--- config.mk ---
export PLATFORM = sky130hd
export DESIGN_NAME = hcs_ctrl
export DESIGN_NICKNAME = d
export VERILOG_FILES = /design/src/rtl/hcs_pkg.sv /design/src/rtl/hcs_ctrl.sv
export SDC_FILE = /design/constraint.sdc
export NUM_CORES = 1
export LEC_CHECK = 0
export ABC_CLOCK_PERIOD_IN_PS = 1400
export BUFFER_PORTS_ARGS = -buffer_cell sky130_fd_sc_hd__clkbuf_2
export CORE_AREA = 2 2 39 41
export CTS_CLUSTER_SIZE = 28
export DETAILED_ROUTE_END_ITERATION = 6
export DIE_AREA = 0 0 41 43
export HOLD_SLACK_MARGIN = 0.15
export PLACE_DENSITY_LB_ADDON = 0.1
export SETUP_SLACK_MARGIN = 0.1
export SYNTH_ARGS = -nofsm -noshare
export SYNTH_HDL_FRONTEND = slang
export SYNTH_SLANG_ARGS = --single-unit
--- constraint.sdc ---
create_clock -name aclk -period 1.4 [get_ports aclk]
set_input_delay 0.21 -clock aclk [delete_from_list [all_inputs] [get_ports aclk]]
set_output_delay 0.21 -clock aclk [all_outputs]
set_load 0.05 [all_outputs]
--- src/rtl/hcs_pkg.sv ---
// Package with the constants, codes, state and command types of the heap census unit.
`timescale 1ns / 1ps
`default_nettype none
package hcs_pkg;
    localparam int NUM_TYPES_DEF     = 32;
    localparam int LIVE_LOG_DEF      = 4096;
    localparam int SMALL_BUCKETS     = 128;
    localparam int NUM_BUCKETS       = SMALL_BUCKETS + 11;
    localparam int NUM_AGES          = 5;
    localparam int NUM_RAW           = 6;
    localparam int BUCKET_W          = 8;

    localparam logic [2:0] CMD_BIRTH    = 3'd0;
    localparam logic [2:0] CMD_DEATH    = 3'd1;
    localparam logic [2:0] CMD_RAW      = 3'd2;
    localparam logic [2:0] CMD_GC_END   = 3'd3;
    localparam logic [2:0] CMD_TEARDOWN = 3'd4;
    localparam logic [2:0] CMD_READ     = 3'd5;

    localparam logic [3:0] RK_COUNT     = 4'd0;
    localparam logic [3:0] RK_BYTES     = 4'd1;
    localparam logic [3:0] RK_HIST      = 4'd2;
    localparam logic [3:0] RK_AGE       = 4'd3;
    localparam logic [3:0] RK_TEARDOWN  = 4'd4;
    localparam logic [3:0] RK_RAW_CTR   = 4'd5;
    localparam logic [3:0] RK_RAW_HIST  = 4'd6;
    localparam logic [3:0] RK_PEAK_B    = 4'd7;
    localparam logic [3:0] RK_PEAK_O    = 4'd8;
    localparam logic [3:0] RK_LAST_B    = 4'd9;
    localparam logic [3:0] RK_LAST_O    = 4'd10;
    localparam logic [3:0] RK_EPOCH     = 4'd11;

    typedef enum logic [2:0] {
        ST_CLEAR,
        ST_IDLE,
        ST_FETCH,
        ST_UPDATE,
        ST_OUT
    } state_t;

    typedef struct packed {
        logic clear;
        logic load;
        logic fetch;
        logic update;
        logic out_load;
    } hcs_cmd_t;

    typedef struct packed {
        logic clear_done;
        logic is_read;
        logic has_result;
    } hcs_status_t;

    function automatic logic [BUCKET_W-1:0] size_bucket(input logic [39:0] size);
        logic [BUCKET_W-1:0] b;
        b = BUCKET_W'(SMALL_BUCKETS);
        if (size < 40'd1024) begin
            b = BUCKET_W'(size[9:3]);
        end else begin
            for (int i = 1; i <= 10; i++) begin
                if ((size >> (10 + i)) != 40'd0) b = BUCKET_W'(SMALL_BUCKETS + i);
            end
        end
        return b;
    endfunction
endpackage
`default_nettype wire

--- src/rtl/hcs_ctrl.sv ---
// Controller state machine sequencing the clear pass and each event of the heap census unit.
`timescale 1ns / 1ps
`default_nettype none
module hcs_ctrl (
    input  wire logic                aclk,
    input  wire logic                aresetn,
    input  wire logic                s_valid,
    output logic                     s_ready,
    output logic                     m_valid,
    input  wire logic                m_ready,
    input  wire hcs_pkg::hcs_status_t status,
    output hcs_pkg::hcs_cmd_t        cmd
);
    import hcs_pkg::*;

    state_t state_reg, state_next;
    logic   mv_reg, mv_next;

    always_ff @(posedge aclk) begin
        if (!aresetn) begin
            state_reg <= ST_CLEAR;
            mv_reg    <= 1'b0;
        end else begin
            state_reg <= state_next;
            mv_reg    <= mv_next;
        end
    end

    assign m_valid = mv_reg;

    always_comb begin
        state_next = state_reg;
        mv_next    = mv_reg;
        cmd        = '0;
        s_ready    = 1'b0;
        if (mv_reg && m_ready) mv_next = 1'b0;
        unique case (state_reg)
            ST_CLEAR: begin
                cmd.clear = 1'b1;
                if (status.clear_done) state_next = ST_IDLE;
            end
            ST_IDLE: begin
                s_ready = 1'b1;
                if (s_valid) begin
                    cmd.load   = 1'b1;
                    state_next = ST_FETCH;
                end
            end
            ST_FETCH: begin
                cmd.fetch  = 1'b1;
                state_next = ST_UPDATE;
            end
            ST_UPDATE: begin
                cmd.update = 1'b1;
                state_next = status.has_result ? ST_OUT : ST_IDLE;
            end
            ST_OUT: begin
                if (!mv_next) begin
                    cmd.out_load = 1'b1;
                    mv_next      = 1'b1;
                    state_next   = ST_IDLE;
                end
            end
            default: state_next = ST_CLEAR;
        endcase
    end
endmodule
`default_nettype wire

=== After elaboration in Yosys (flattened, before gate mapping) ===
Cells that the tools add are included.

* Mux-type cells: 15
* Equality and inequality tests: 7
* Reduce and logical (&&, ||, !) cells: 3

{| class="wikitable"
|+ Operators with widths
! cell !! number
|-
| 3-bit one-hot mux with 5 select lines || 1
|-
| 3-bit 2-to-1 mux || 4
|-
| 1-bit 2-to-1 mux || 10
|-
| 3-bit by 2-bit == test with 1-bit output (second input constant) || 2
|-
| 2-bit != test (second input constant) || 3
|-
| 3-bit by 1-bit == test with 1-bit output (second input constant) || 1
|-
| 3-bit == test (second input constant) || 1
|-
| 3-bit zero test || 1
|-
| 3-bit AND reduction || 1
|-
| 1-bit logical AND || 1
|}

* Flip-flop bits (word level): 4
* Logic and storage cells: 27
* Input port bits: 7
* Output and inout bits: 7

=== Longest topological paths before layout ===
* Depth in word-level cells: 4
* Depth in mapped cells: 4

=== Least setup slack after synthesis ===
OpenSTA, ideal clock, no wires.

* Kind: reg-to-output
* Start: reg state_reg[0]
* End: out cmd[3] (netlist name)
* Slack: -1.083 ns
* Arrival: 2.273 ns
* Cell stages (with the launch flop): 4
* Cells stage by stage: dfxtp_1 -> buf_2 -> nor3b_1 -> and2_1

{| class="wikitable"
|+ RTL lines
! what !! RTL line !! RTL
|-
| start: declaration || hcs_ctrl.sv:16 || <nowiki>state_t state_reg, state_next;</nowiki>
|-
| start signal: assignment || hcs_ctrl.sv:24 || <nowiki>state_reg <= state_next;</nowiki>
|-
| end: declaration || hcs_ctrl.sv:12 || <nowiki>output hcs_pkg::hcs_cmd_t cmd</nowiki>
|}

==> results.md <==
* Seq/Total Area, Yosys at 30.0%
* Area Growth Syn to Fin at 104%
* Antenna violations before repair at 0
* Post-Syn Instances at 30
* First-pass GRT wire length at ~1.4 mm
* Flip-flop count of the largest register after layout at 3
* Routed len/inst at around 13 um
* Final setup viols at 0
* Crit path time final at 1.39 ns
* GR peak layer: met2
* Cts bufs inserted at 3
* Multi-input logic area at 216 sq um
* Top cells by area, synth: dfxtp_1 30%, nor3b_1 11%, nor2b_1 4.7%, mux2_2 4.2%, nand2_1 4.2%
* Largest family of logic cells by synthesized area: simple AND/OR/NAND/NOR gates
* Leak at approximately 0.22 nW
* Die width at 41 um
* Worst Skew at around 0.0084 ns
* Leading area contributor after synthesis: dfxtp_1
* Die ar. at 0.00176 sq mm
* Multiplexer share of the synthesized area at 7.98%
* Final Slew Violations at 0
* Layout cells sized above 1 at 72.5%
* Met3 Use GR at 3.66%
* Place WS at 0.0516 ns
* Final core occ at 39.2%
* Unrepaired setup endpoints after global routing: true
* Vias post-DR at 307
* Max clock buf depth at 2
* Max Cap Viol at 0
* CTS sink cnt at 4
* Drt total wl at 855 um
* CP Max Fanout at 5
* Vias in the first global route at approximately 320
* Crit share post-route at 99.5%
* Synth Register Bits at 4
* Hold path depth at 2
* Crit end category: output port
* Drt pass-1 iters at 4
* Post-route ant nets at 0
* Synth Area in Compound Gates at 18.3%
* CTS tree: yes
* IO buf count at 12
* GPL Wtd Cong at ~0.62
* Met1 Resource Use GR at 14.1%
* Worst setup SP type: register
* Yosys Warn Count at 0
* Unique cell type count in the Yosys netlist at 20
* Adder-Cell Fraction of Synth Area at 0%
* Pin count of the biggest net entering global routing at 7
* Worst path required time at about 1.2 ns
* CP Class: register to output port
* HPWL Detailed at 538 um
* Asr flop ratio synth at 0%
* I/O Pins at 14
* Endpoints failing hold at 0
* GR Util met2 at a little under a fifth
* Reg clk slew, reported paths at approximately 0.040 ns
* Synth Area in Simple Gates at 38.5%
* Total Power at 0.442 mW
* Clk_lat worst skew at about 0.24 ns
* Yosys top cell area share at roughly 30%
* Hold_buf cts at 0
* Die Y at between 40 and 50 um
* Post-synth EDFFs at 0
* Core area at 0.00138 sq mm
* Sequential cell area at 92.6 sq um
* Hold/Removal Path Class: input pin to register
* Vias per inst at 4.58
* H-tree levels at 1
* Synthesized Nets at 37
* Initial Utilization at 19.3%
* Commonest cells post-synth: 4 x dfxtp_1, 4 x nor3b_1, 3 x nand2_1, 2 x buf_2, 2 x nor2b_1
* Reg2reg path depth at 4
* Final-layout fill cell count at 154
* Gr usage total at 12.4%
* Nets at 59
* Synth Flop Type: dfxtp_1
* Worst-Margin Slew at 0.325 ns
* Worst path arrival time at between 1 and 1.5 ns
* XOR/XNOR Fraction of Synth Area at 0%
* Post-route setup slack at 0.00738 ns
* Max-slew headroom at roughly 78%
* Synthesized cell area at 267 sq um
* CTS root buffer: clkbuf_4
* Ant diodes at 0
* VDD IR max at 0.000286 V
* Initial DRC count at 3
* Residual overflow from global routing at 0
* Status: finished, final reports clean
* Residual DRC at 0
* Fmax achieved at 718 MHz
* Pwr/cell area at 814 mW/mm^2
* Hold slack at 0.238 ns
* Setup TNS at 0 ns
* Mean Syn Cell Area at 8.88 sq um
* FP Rows at 14
cell type report:
cell class,instances,share of cell area (%)
clock buffers,4,4.84
multi-input cells,23,39.9
flip-flops and latches,4,17.1
well taps,16,3.69
repair buffers,20,34.6
metrics by stage:
| step | instances | area [sq um] |
|---|---|---|
| floorplan | 30 | 325 |
| global placement | 59 | 399 |
| detailed placement | 59 | 399 |
| CTS | 67 | 537 |
| global route | 67 | 543 |
| finish | 67 | 543 |
per-layer routing:
metal | vias to the layer above | share of wire (%)
met5 | - | 0
met1 | 146 | 37
met4 | 0 | 0
met2 | 11 | 56
li1 | 150 | -
met3 | 0 | 7.0
final timing paths:
path	startpoint	end	slack, ns
worst max-delay path	state_reg[2]	cmd[3]	0.007
worst min-delay path	aresetn	m_valid	0.24
worst max register to register	state_reg[0]	state_reg[0]	0.03
worst min register to register	state_reg[2]	state_reg[1]	0.55
worst max-delay path: stages (launching register included):
cell	delay, ns
dfxtp_2	0.32
buf_6	0.13
nor3b_4	0.17
and2_4	0.17
clkbuf_16	0.15
repair_timing:
item | CTS | global route
setup buffers | 4 | 0
endpoints found under the setup margin | 7 | 7
pin swaps | 5 | 2
resized for setup | 21 | 4
logic make-up after synthesis:
group	Yosys count
multiplexers	2
flip-flops	4
AND/OR/NAND/NOR	15
buffers and inverters	3
AO/OA/AOI/OAI	6
layout by cell type, fill, tap and decap left out:
master,netlist,final
a22oi_1,1,1
clkbuf_2,0,6
o21ba_2,1,1
clkbuf_16,0,1
clkbuf_1,1,1
and3b_2,0,1
nor2b_1,2,1
buf_8,0,2
dfxtp_2,0,1
clkbuf_4,0,4
and2_4,0,1
dfxtp_4,0,3
o211ai_1,1,1
buf_4,0,6
o21a_1,1,1
nor2b_4,0,1
nand2_1,3,3
nor3b_4,0,2
nor3_2,0,1
mux2i_1,1,1
clkbuf_8,0,2
or3b_1,1,1
nor3b_2,0,1
buf_6,0,2
a21boi_0,1,1
nand4b_1,1,1
mux2_2,1,1
a21oi_2,1,1
nor3b_1,4,1
or4bb_1,1,1
report_power, final:
part / switching (mW) / total, mW / internal [mW]
Combinational: 0.0785 / 0.151 / 0.0721
Sequential: 0.0124 / 0.131 / 0.118
Clock: 0.0532 / 0.161 / 0.107
Power figures use the tool's default switching activity.
